[src/rtl/core/ase_pkg.sv]
`timescale 1ns / 1ps
// ============================================================================
// Ascending sort engine package
// Shared sizes and the command/status bundles between controller and datapath.
// ============================================================================
package ase_pkg;

   localparam int DEPTH = 64;
   localparam int WIDTH = 32;
   localparam int CNT_W = $clog2(DEPTH + 1);

   typedef struct packed {
      logic load;
      logic sort;
      logic phase;
      logic shift;
      logic finish;
   } ase_cmd_type;

   typedef struct packed {
      logic [CNT_W-1:0] count;
   } ase_sts_type;

endpackage

[src/rtl/core/ase_controller.sv]
`timescale 1ns / 1ps
// ============================================================================
// Ascending sort engine controller
// Sequences the load, sort pass and emit phases of one set.
// ============================================================================
module ase_controller (
   input  logic                 clock,
   input  logic                 reset,
   input  logic                 req_valid,
   input  logic                 req_last_in,
   output logic                 req_ready,
   output logic                 rsp_valid,
   input  logic                 rsp_ready,
   output ase_pkg::ase_cmd_type cmd,
   input  ase_pkg::ase_sts_type sts
);

   typedef enum logic [2:0] {
      LOAD = 3'b001,
      SORT = 3'b010,
      EMIT = 3'b100
   } state_type;

   state_type                 state_ff;
   state_type                 state_in;
   logic [ase_pkg::CNT_W-1:0] pass_ff;
   logic [ase_pkg::CNT_W-1:0] pass_in;
   logic                      req_fire;
   logic                      rsp_fire;

   assign req_ready = (state_ff == LOAD);
   assign rsp_valid = (state_ff == EMIT);
   assign req_fire  = req_valid && req_ready;
   assign rsp_fire  = rsp_valid && rsp_ready;

   always_comb begin
      state_in   = state_ff;
      pass_in    = pass_ff;
      cmd        = '0;
      cmd.phase  = pass_ff[0];
      case (state_ff)
         LOAD: begin
            cmd.load = req_fire;
            pass_in  = '0;
            if (req_fire && req_last_in) begin
               state_in = SORT;
            end
         end
         SORT: begin
            // A set of n elements is fully ordered after n alternating passes.
            cmd.sort = 1'b1;
            pass_in  = pass_ff + ase_pkg::CNT_W'(1);
            if (pass_in == sts.count) begin
               state_in = EMIT;
            end
         end
         EMIT: begin
            cmd.shift = rsp_fire;
            if (rsp_fire && sts.count == ase_pkg::CNT_W'(1)) begin
               cmd.finish = 1'b1;
               state_in   = LOAD;
            end
         end
         default: begin
            state_in = LOAD;
         end
      endcase
   end

   always_ff @(posedge clock) begin
      if (reset) begin
         state_ff <= LOAD;
         pass_ff  <= '0;
      end else begin
         state_ff <= state_in;
         pass_ff  <= pass_in;
      end
   end

endmodule

[config.mk]
export PLATFORM = sky130hd
export DESIGN_NAME = ase_controller
export DESIGN_NICKNAME = d
export VERILOG_FILES = /design/src/rtl/core/ase_pkg.sv /design/src/rtl/core/ase_controller.sv
export SDC_FILE = /design/constraint.sdc
export NUM_CORES = 1
export LEC_CHECK = 0
export BUFFER_PORTS_ARGS = -buffer_cell sky130_fd_sc_hd__buf_2
export CORE_MARGIN = 2
export CORE_UTILIZATION = 52
export CTS_BUF_LIST = sky130_fd_sc_hd__clkbuf_8
export DETAILED_ROUTE_END_ITERATION = 8
export PLACE_DENSITY = 0.85
export SLEW_MARGIN = 0
export SYNTH_ARGS = -nofsm -noshare
export SYNTH_HDL_FRONTEND = slang
export SYNTH_SLANG_ARGS = --single-unit
[constraint.sdc]
create_clock -name clock -period 2.1 [get_ports clock]
set_clock_uncertainty 0.05 [all_clocks]
set_input_delay 0.21 -clock clock [delete_from_list [all_inputs] [get_ports clock]]
set_output_delay 0.21 -clock clock [all_outputs]
set_load 0.02 [all_outputs]
* Yosys cells after proc, flatten, opt, wreduce, memory -nomap -nowiden
Index checks and enable logic that the tools add are counted.
** Storage, ports and cells
- Register bits :: 10
- Bits of input ports :: 12
- Output and inout port bits :: 7
- Logic and storage cells :: 26
** Operators by class
- Equality and inequality tests :: 8
- Reduce and logical (&&, ||, !) cells :: 6
- Add/sub/neg operators :: 1
- Mux-type cells :: 9
** Operator list (number)
- 7-bit one-hot mux with 2 select lines :: 1
- 3-bit two-way mux :: 3
- 3-bit one-hot mux with 3 select lines :: 1
- 7-bit by 1-bit adder with 7-bit output (second input constant) :: 1
- 7-bit by 1-bit equality test with 1-bit output (second input constant) :: 1
- 7-bit equality test :: 1
- 1-bit logical AND :: 4
- 2-bit by 1-bit inequality test with 1-bit output (second input constant) :: 2
- 3-bit by 1-bit equality test with 1-bit output (second input constant) :: 1
- 3-bit by 2-bit equality test with 1-bit output (second input constant) :: 1
- 3-bit equality test (second input constant) :: 1
- 1-bit two-way mux :: 3
- 3-bit AND reduction :: 1
- 2-bit two-way mux :: 1
- 2-bit inequality test (second input constant) :: 1
- 2-bit nonzero test :: 1

* Longest topological paths before layout
Gate-level depths: netlist (run 1).
- Word-level depth :: 5
- Gate-level depth with buffers :: 6
- Depth with buffers taken out :: 6

* Worst setup path after synthesis (run 1)
No wires, ideal clock.
- Kind :: register to register
- Start point :: register pass_ff[0] (netlist name)
- End point :: register state_ff[1]
- Path buffers :: 0
- Arrival time :: 1.645 ns
- Stages on the path, launching flop included :: 6
- Data required time :: 1.934 ns
- Clock period less this slack :: 1.811 ns
- Setup time :: 0.116 ns
- Slack :: 0.289 ns
- Cell sequence :: dfxtp_1 > ha_1 > nand3_1 > or3_1 > a2111o_1 > o211a_1
** Between the ends
- Word-level cells in the longest chain between the ends :: 4
** RTL lines
- from (decl) :: RTL line ase_controller.sv:26 : logic [ase_pkg::CNT_W-1:0] pass_ff;
- from (signal assigned) :: RTL line ase_controller.sv:76 : pass_ff <= pass_in;
- 7-bit by 1-bit adder with 7-bit output :: RTL line ase_controller.sv:52 : pass_in = pass_ff + ase_pkg::CNT_W'(1);
- 7-bit equality test :: RTL line ase_controller.sv:53 : if (pass_in == sts.count) begin
- 2-bit inequality test (no source line)
- 3-bit AND reduction (no source line)
- to (signal assigned) :: RTL line ase_controller.sv:75 : state_ff <= state_in;
- to (decl) :: RTL line ase_controller.sv:24 : state_type state_ff;
Every way passes these cells.
A chain may end at the register's enable or synchronous reset.

* Worst setup path after layout (run 1)
- Start point :: register pass_ff[1] (netlist name)
- End point :: register state_ff[1]
The elaborated chain is that of the path after synthesis.

==> results of run 1 <==
[synthesized netlist by cell type, drive strengths merged]
master	n	share of area
ha	1	0.018
and2	3	0.027
inv	3	0.016
o211a	1	0.014
a21oi	7	0.051
xnor2	7	0.089
nand2b	2	0.018
nor3b	2	0.022
a22oi	1	0.011
a2111o	1	0.016
nor4bb	1	0.014
nor4	1	0.0091
buf	3	0.027
and3	4	0.038
dfxtp	10	0.29
nand3b	3	0.033
or3	5	0.047
nand4b	2	0.025
o221ai	1	0.013
nand3	4	0.029
xor2	3	0.038
o21ai	7	0.051
nand2	6	0.033
o21bai	1	0.011
nor2	11	0.060
[kinds of logic (layout without fill, tap and decap cells)]
| family | after synthesis | count (layout) | synth area share |
|---|---|---|---|
| simple gates | 44 | 44 | 0.3551 |
| compound gates | 19 | 19 | 0.1667 |
| buf+inv | 6 | 25 | 0.04347 |
| fa+ha+maj | 1 | 1 | 0.01811 |
| flops | 10 | 10 | 0.2899 |
| xor+xnor | 10 | 10 | 0.1268 |
[flip-flops by register name, indices dropped and copies added (netlist names)]
name,count
state_ff,3
pass_ff,7
[per-layer routing]
| layer | up-vias | global-route usage | part of all wire |
|---|---|---|---|
| li1 | 361 | - | - |
| met1 | 333 | 0.2947 | 0.43 |
| met2 | 29 | 0.3889 | 0.47 |
| met3 | 6 | 0.03889 | 0.075 |
| met4 | 0 | 0.1583 | 0.030 |
| met5 | - | 0 | 0 |
[worst reg2reg max path, stage by stage (launching register included)]
cell and delay (ns):
dfxtp_1 0.36, ha_1 0.31, nor3b_1 0.26, o221ai_1 0.15, a2111o_1 0.44, o211a_1 0.22
[final cells by class]
type | count | area, µm² | area share
Multi-Input combinational cell | 74 | 460.4 | 0.5551
Sequential cell | 10 | 200.2 | 0.2413
Timing Repair Buffer | 19 | 97.59 | 0.1176
Clock buffer | 3 | 41.29 | 0.04977
Tap cell | 15 | 18.77 | 0.02262
Inverter | 3 | 11.26 | 0.01357
[stage by stage]
stage / worst slack (ns) / power (mW) / std cells / instance area (µm²) / hold slack, ns
2_1_floorplan: 0.2887 / 0.2296 / 90 / 690.7 / 0.3853
5_1_grt: 0.08512 / 0.4624 / 124 / 829.5 / 0.2530
3_5_place_dp: 0.2667 / 0.2523 / 121 / 788.3 / 0.4444
3_3_place_gp: 0.3222 / 0.2515 / 121 / 788.3 / 0.4285
4_1_cts: 0.2116 / 0.4472 / 124 / 829.5 / 0.2344
6_report: 0.2163 / 0.4466 / 124 / 829.5 / 0.2358
[cell usage in the layout, fill, tap and decap left out, types with 3 or more instances in the layout]
| master | count |
|---|---|
| clkbuf_8 | 3 |
| nand3b_1 | 3 |
| and3_1 | 3 |
| o21ai_0 | 7 |
| inv_1 | 3 |
| nand2_1 | 6 |
| xnor2_1 | 7 |
| or3_1 | 4 |
| nor2_1 | 11 |
| buf_2 | 18 |
| a21oi_1 | 7 |
| dfxtp_1 | 10 |
| and2_1 | 3 |
| xor2_1 | 3 |
| nand3_1 | 4 |
[power by group through the flow]
stage,Clock [mW],Sequential (mW),Combinational (mW)
after floorplan,0,0.198,0.0317
after global placement,0,0.199,0.0530
after detailed placement,0,0.199,0.0538
after CTS,0.198,0.195,0.0541
after global routing,0.207,0.195,0.0599
final,0.197,0.195,0.0542
[how the worst min path moves through the flow]
stage	startpoint	to	slack [ns]	depth (start not counted)
floorplan	sts[6]	state_ff[2]$_SDFFE_PP0P_	0.39	4
global placement	pass_ff[6]$_SDFFE_PP0N_	pass_ff[6]$_SDFFE_PP0N_	0.43	2
detailed placement	pass_ff[6]$_SDFFE_PP0N_	pass_ff[6]$_SDFFE_PP0N_	0.44	2
CTS	reset	pass_ff[5]$_SDFFE_PP0N_	0.23	2
global route	reset	pass_ff[1]$_SDFFE_PP0N_	0.25	2
finish	reset	pass_ff[3]$_SDFFE_PP0N_	0.24	2
==> flow_summary.toml, run 1 <==
[timing]
drv_slew = 0
period_share = 0.8970
fin_tns_setup_ns = 0
fmax_mhz = 530.9
setup_viol = 0
hold_viol_final = 0
max-slew-margin-rel = 0.6730
rsz0062_at_grt = "false"
worstMarginPinSlew_ns = 0.4887
fin_crit_ns = 1.884

[route]
vias = 729
wl_per_cell_um = 13.06
drc = 0
via_per_inst = 5.879
totalWireLength_um = 1620
drtIter0Drc = 15
drt-pass1-iter-count = 4
ant_nets = 0

[critical_path]
start_kind = "flip-flop"
crit_family = "compound AO/OA/AOI/OAI gates"
critPathLaunch = "pass_ff[1]$_SDFFE_PP0N_"
cp.depth = 5
timing_worst_setup_path_type = "reg -> reg"
crit_buf_inv = 0
crit_path_top_delay_cell = "a2111o_1"
endpoint_kind = "flip-flop"
worstPathArrival_ns = 1.96
path_max_fanout = 7
timing.rr.end = "state_ff[1]$_SDFFE_PP0P_"
critical_path.cell_chain = "ha_1 > nor3b_1 > o221ai_1 > a2111o_1 > o211a_1"
cp_slowest_stage_delay_ns = 0.44
rr_startpoint = "pass_ff[1]$_SDFFE_PP0N_"
crit_required_ns = 2.18
r2r_cells = 5
endpoint = "state_ff[1]$_SDFFE_PP0P_"
rrSetupSlack_ns = 0.22

[pwr]
p_switching_uw = 105.0
pwr-share-seq = 0.437
cell_internal_pwr_uw = 341.6
power-per-cell-area_nw_per_um2 = 538.3
p_leak_nw = 0.3757
peakVddDrop_mv = 0.3433
p_sw_frac = 0.2350
combPwrFrac = 0.121
clkPwrFrac = 0.441

[clocking]
root_buffer = "clkbuf_8"
clock_sinks = 10
cts_max_level = 1
cts_tree = "yes"
cts-buffers-inserted = 3
cts_buffer_depth = 2
cts_setup_buffers = 0
clkLatencyLatePin_ns = 0.23
clk_pin_slew_ns = 0.05
cts_resized = 0
ctsHoldBuffers = 0

[global_route]
grt_pass1_wl_um = 2553
grt_pass1_vias = 633
grt.total_usage = 0.2426
antenna_found_initial = 0
overflow = 0
grt_max_degree = 11

[logic_synthesis]
yosys_warnings = 0
synth.distinct_cells = 28
synth_nets = 103
synth_area_per_cell_um2 = 7.674
synth_seq_cells = 10
syn_area_um2 = 690.7
ys_seq_area_frac = 0.2899
postSynthCellCount = 90

[floorplanning]
dieHeight_um = 40.45
design.die.area_um2 = 1636
dieWidth_um = 40.45
ios = 19
start_util = 0.5444
core_area_um2 = 1269
rows = 13

[cells_and_area]
fin_nets = 124
n_fill_cell = 110
antenna_cells = 0
final_core_util = 0.6538
area_growth_pct = 20.11
drive_gt1_frac = 0.2202

[place]
hpwl_um = 1187
place.gp.congestion = 0.8365
portBuffers = 18

[flow_run]
cap_violations = 0

[run_status]
status = "finished, final reports clean"

[min_path]
hold_class = "in -> reg"
No activity file was read; power rests on OpenSTA's default activity.
==> run 2: changes to the inputs <==
--- a/config.mk
+++ b/config.mk
@@ -5,12 +5,12 @@
 export SDC_FILE = /design/constraint.sdc
 export NUM_CORES = 1
 export LEC_CHECK = 0
-export BUFFER_PORTS_ARGS = -buffer_cell sky130_fd_sc_hd__buf_2
 export CORE_MARGIN = 2
 export CORE_UTILIZATION = 52
 export CTS_BUF_LIST = sky130_fd_sc_hd__clkbuf_8
 export DETAILED_ROUTE_END_ITERATION = 8
-export PLACE_DENSITY = 0.85
+export DONT_BUFFER_PORTS = 1
+export PLACE_DENSITY = 0.73
 export SLEW_MARGIN = 0
 export SYNTH_ARGS = -nofsm -noshare
 export SYNTH_HDL_FRONTEND = slang
==> run 2 against run 1 <==
Net effect: combinational power is 21% lower; critical path depth stayed put; routed wire length is 1.0% higher; total power is 0.82% lower; via count is 10% lower; global-route usage is 0.34 points higher; clock power is 4% higher; die area stayed put; hold slack worse by 0.21 ns; maximum frequency hardly changed; critical path type unchanged; largest cell class unchanged.
==> flow_summary.toml, run 2 (synthesis results as in run 1) <==
[route]
via_per_inst = 5.955
totalWireLength_um = 1637
drc = 0
wl_per_cell_um = 14.88
vias = 655
ant_nets = 0
drtIter0Drc = 21
drt-pass1-iter-count = 4

[critical_path]
crit_path_top_delay_cell = "a2111o_1"
timing_worst_setup_path_type = "reg -> reg"
critical_path.cell_chain = "ha_1 > nand3_1 > or3_1 > a2111o_1 > o211a_1"
endpoint_kind = "flip-flop"
path_max_fanout = 7
start_kind = "flip-flop"
worstPathArrival_ns = 1.96
cp_slowest_stage_delay_ns = 0.39
crit_required_ns = 2.18

[timing]
drv_slew = 0
whs_ns = 0.02715
period_share = 0.8965
fin_crit_ns = 1.883
rsz0062_at_grt = "false"
worstMarginPinSlew_ns = 0.3647
max-slew-margin-rel = 0.7560
setup_viol = 0
hold_viol_final = 0
fmax_mhz = 531.2
fin_tns_setup_ns = 0

[cells_and_area]
top_regs = "pass_ff: 7 flops, state_ff: 3 flops"
final_cell_mix = "nor2_1, dfxtp_1, a21oi_1, xnor2_1, o21ai_0"
antenna_cells = 0
drive_gt1_frac = 0.09474
area_growth_pct = 11.78
largest_reg_flops = 7
final_common_cell = "nor2_1"
fin_nets = 110
fin_area_um2 = 772.0
final_core_util = 0.6085
largest_register = "pass_ff"

[clocking]
cts_tree = "yes"
cts-buffers-inserted = 3
root_buffer = "clkbuf_8"
cts_resized = 0
cts_max_level = 1
clkLatencyLatePin_ns = 0.24
clock_sinks = 10
cts_buffer_depth = 2
clk_pin_slew_ns = 0.05

[pwr]
power-per-cell-area_nw_per_um2 = 573.7
peakVddDrop_mv = 0.2955
p_leak_nw = 0.3165

[floorplanning]
rows = 13
core_area_um2 = 1269
dieWidth_um = 40.45
dieHeight_um = 40.45
design.die.area_um2 = 1636
start_util = 0.5444
ios = 19

[global_route]
grt_pass1_vias = 578
overflow = 0
grt_max_degree = 9
grt.total_usage = 0.2460
grt_pass1_wl_um = 2594
antenna_found_initial = 0

[flow_run]
cap_violations = 0

[run_status]
status = "finished, final reports clean"

[place]
hpwl_um = 1160
place.gp.congestion = 0.7704
portBuffers = 0
placed_area_um2 = 720.7

[min_path]
hold_class = "in -> reg"
-- run 2: changes by cell type in the layout (fill, tap and decap cells not counted) --
cell,change
buf_4,+3
buf_2,-18
dlygate4sd3_1,+1
-- run 2: worst paths after layout --
path                                         startpoint                        to  slack [ns]  cells after the start
worst min-delay path                              reset  state_ff[0]$_SDFFE_PP1P_        0.03                      1
worst min register to register  pass_ff[6]$_SDFFE_PP0N_   pass_ff[6]$_SDFFE_PP0N_        0.44                      2
worst max register to register  pass_ff[1]$_SDFFE_PP0N_  state_ff[1]$_SDFFE_PP0P_        0.22                      5
worst max-delay path            pass_ff[1]$_SDFFE_PP0N_  state_ff[1]$_SDFFE_PP0P_        0.22                      5
-- run 2: metrics by stage --
stage	power, mW	std cells	setup slack [ns]
finish	0.4429	110	0.2173
global route	0.4541	110	0.1105
CTS	0.4392	110	0.2271
detailed placement	0.2373	106	0.2697
global placement	0.2367	106	0.3210
floorplan	0.2296	90	0.2887
-- run 2: what timing repair did --
item	CTS	global route
endpoints found under the hold margin	7	0
hold buffers	1	0
endpoints found under the setup margin	0	0
setup buffers	0	0
-- run 2: critical path: cells and delay by family (launching register included) --
kind	cells	cell delay, ns
adders and majority gates	1	0.31
AOI/OAI and AO/OA	2	0.62
and+or+nand+nor	2	0.43
DFF	1	0.37
-- run 2: final cells by class --
cell class              count  area, µm²
flip-flops and latches     10      200.2
multi-input cells          74      460.4
repair buffers              5      40.04
inverters                   3      11.26
clock buffers               3      41.29
well taps                  15      18.77
fillers                   111      496.7
-- run 2: where the power goes --
group          switching, mW  total (mW)  internal, mW
logic                 0.0226      0.0429        0.0203
clock network         0.0792       0.205         0.126
registers            0.00279       0.195         0.192
total                  0.105       0.443         0.338
-- run 2: per-layer routing --
metal / wire length [µm] / up-vias / track usage
met3: 112 / 3 / 0.03889
met2: 783 / 25 / 0.3810
met1: 720 / 297 / 0.3255
met5: 0 / - / 0
li1: - / 330 / -
met4: 21 / 0 / 0.1250
==> run 3: changes to the inputs <==
--- a/config.mk
+++ b/config.mk
@@ -5,6 +5,7 @@
 export SDC_FILE = /design/constraint.sdc
 export NUM_CORES = 1
 export LEC_CHECK = 0
+export ABC_AREA = 1
 export CORE_MARGIN = 2
 export CORE_UTILIZATION = 52
 export CTS_BUF_LIST = sky130_fd_sc_hd__clkbuf_8
==> run 3 against run 2 <==
Net effect: via count increased by 14%; critical path depth rose by 6; sequential cell count did not move; global-route usage decreased by 3.6 points; synthesized cell count up 47%; non-clock buffer count is 1 lower; clock power shrank 9%; combinational power rose by 63%; core utilization rose by 2.3 points.
==> flow_summary.toml, run 3 <==
[run_status]
status = "finished, final reports clean"

[global_route]
grt.total_usage = 0.2104
grt_pass1_vias = 711
overflow = 0
grt_max_degree = 11
grt_pass1_wl_um = 2911
antenna_found_initial = 0

[floorplanning]
core_area_um2 = 1350
dieWidth_um = 42.69
rows = 13
ios = 19
dieHeight_um = 42.69
design.die.area_um2 = 1822
start_util = 0.5765

[logic_synthesis]
synth_seq_cells = 10
synth_commonest_cells = "nand2_1, inv_1, nand3_1, dfxtp_1"
synth_nets = 145
synth_area_per_cell_um2 = 5.896
syn_area_um2 = 778.2
synth_area_leaders = "dfxtp_1, nand2_1, inv_1, nand3_1, a21oi_1"
synth_top_cell_area_share = 0.2572
synth.distinct_cells = 22
ys_seq_area_frac = 0.2572
yosys_warnings = 0
yosysTopAreaCell = "dfxtp_1"
yosys.cell_count.top_type = "nand2_1"
postSynthCellCount = 132
synthArstFlopShare = 0
synth_enable_flop_cells = 0
ys.flop_type = "dfxtp_1"

[pwr]
p_sw_frac = 0.2469
peakVddDrop_mv = 0.4398
p_leak_nw = 0.4019
power-per-cell-area_nw_per_um2 = 533.4
combPwrFrac = 0.154
cell_internal_pwr_uw = 342.3
p_switching_uw = 112.2
clkPwrFrac = 0.412
pwr-share-seq = 0.434

[clocking]
clock_sinks = 10
cts-buffers-inserted = 3
clk_pin_slew_ns = 0.04
cts_buffer_depth = 2
cts_setup_buffers = 0
root_buffer = "clkbuf_8"
cts_max_level = 1
cts_tree = "yes"
clkLatencyLatePin_ns = 0.23

[flow_run]
cap_violations = 0

[critical_path]
rr_startpoint = "pass_ff[0]$_SDFFE_PP0N_"
timing.rr.end = "state_ff[1]$_SDFFE_PP0P_"
worstPathArrival_ns = 1.68
start_kind = "flip-flop"
cp_slowest_stage_delay_ns = 0.31
crit_path_frequent_cell = "nand2_1"
crit_family = "simple AND/OR/NAND/NOR gates"
path_max_fanout = 3
crit_path_top_delay_cell = "dfxtp_1"
rrSetupSlack_ns = 0.47
crit_required_ns = 2.16
crit_buf_inv = 2
endpoint_kind = "flip-flop"
critPathLaunch = "pass_ff[0]$_SDFFE_PP0N_"
timing_worst_setup_path_type = "reg -> reg"
critical_path.cell_chain = "ha_1 > nand2_1 > inv_1 > o21ai_0 > nand2_1 > nor2_1 > nand2_1 > inv_1 > nand3_1 > nand2_1 > a21oi_2"
r2r_cells = 11

[timing]
setup_viol = 0
worstMarginPinSlew_ns = 0.4192
drv_slew = 0
max-slew-margin-rel = 0.7195
hold_viol_final = 0
whs_ns = 0.006617
fin_tns_setup_ns = 0
rsz0062_at_grt = "false"
fmax_mhz = 614.8
period_share = 0.7746
fin_crit_ns = 1.627

[cells_and_area]
area_growth_pct = 9.486
largest_reg_flops = 7
top_regs = "pass_ff: 7 flops, state_ff: 3 flops"
antenna_cells = 0
drive_gt1_frac = 0.1397
final_common_cell = "nand2_1"
final_cell_mix = "nand2_1, inv_1, nand3_1"
fin_nets = 151
largest_register = "pass_ff"

[route]
vias = 746
via_per_inst = 4.940
drtIter0Drc = 34
wl_per_cell_um = 11.23
totalWireLength_um = 1695
drc = 0
ant_nets = 0
drt-pass1-iter-count = 4

[min_path]
hold_depth = 1
worstHoldStart = "reset"
holdPathEnd = "pass_ff[5]$_SDFFE_PP0N_"
hold_class = "in -> reg"

[place]
place.gp.congestion = 0.8020
hpwl_um = 1415
portBuffers = 0
-- run 3: cell count changes after synthesis, moves of 3 or more --
cell,delta
nand3_1,+13
xnor2_1,-7
inv_1,+21
and3_1,-3
nand3b_1,-3
nand2_1,+37
o21ai_0,-5
or3_1,-4
and2_1,-3
nor2_1,-3
-- run 3: worst max-delay path by stage --
stage	endpoint	slack, ns	cells past startpoint
after global routing	state_ff[1]$_SDFFE_PP0P_	0.28	11
after CTS	cmd[4]	0.48	5
after detailed placement	state_ff[1]$_SDFFE_PP0P_	0.50	11
final	state_ff[1]$_SDFFE_PP0P_	0.47	11
after floorplan	state_ff[1]$_SDFFE_PP0P_	0.53	6
after global placement	state_ff[1]$_SDFFE_PP0P_	0.55	9
-- run 3: cell families after synthesis --
group,count (synthesis),share of synthesized area
flops,10,0.2572
fa+ha+maj,1,0.01607
compound gates,13,0.09325
simple gates,79,0.4775
buf+inv,28,0.1447
xor+xnor,1,0.01126
-- run 3: power groups by stage --
stage,combinational [mW],clock (mW),sequential [mW]
2_1_floorplan,0.0547,0,0.200
3_3_place_gp,0.0658,0,0.200
3_5_place_dp,0.0667,0,0.201
4_1_cts,0.0703,0.193,0.197
5_1_grt,0.0786,0.207,0.197
6_report,0.0701,0.187,0.197
-- run 3: through the flow --
stage,std cells,worst slack [ns],area (µm²),util,total power [mW]
final,151,0.4734,852.1,0.6311,0.4545
after global placement,147,0.5531,800.8,0.5931,0.2662
after CTS,151,0.4806,852.1,0.6311,0.4600
after detailed placement,147,0.5045,800.8,0.5931,0.2672
after global routing,151,0.2807,852.1,0.6311,0.4823
after floorplan,132,0.5291,778.2,-,0.2551
-- run 3: area by class of cell --
| cell class | count | area, µm² |
|---|---|---|
| Sequential cell | 10 | 200.2 |
| Clock buffer | 3 | 41.29 |
| Timing Repair Buffer | 4 | 32.53 |
| Fill cell | 125 | 498.0 |
| Inverter | 25 | 93.84 |
| Tap cell | 15 | 18.77 |
| Multi-Input combinational cell | 94 | 465.4 |
-- run 3: routing by layer --
| layer | share of wire | global-route usage |
|---|---|---|
| met5 | 0 | 0 |
| met4 | 0.017 | 0.1063 |
| met1 | 0.51 | 0.2835 |
| met2 | 0.44 | 0.3212 |
| met3 | 0.036 | 0.03404 |
-- run 3: timing repair --
item	CTS	global route
gates resized for setup	0	0
hold buffers	1	0
hold endpoints to repair	6	0
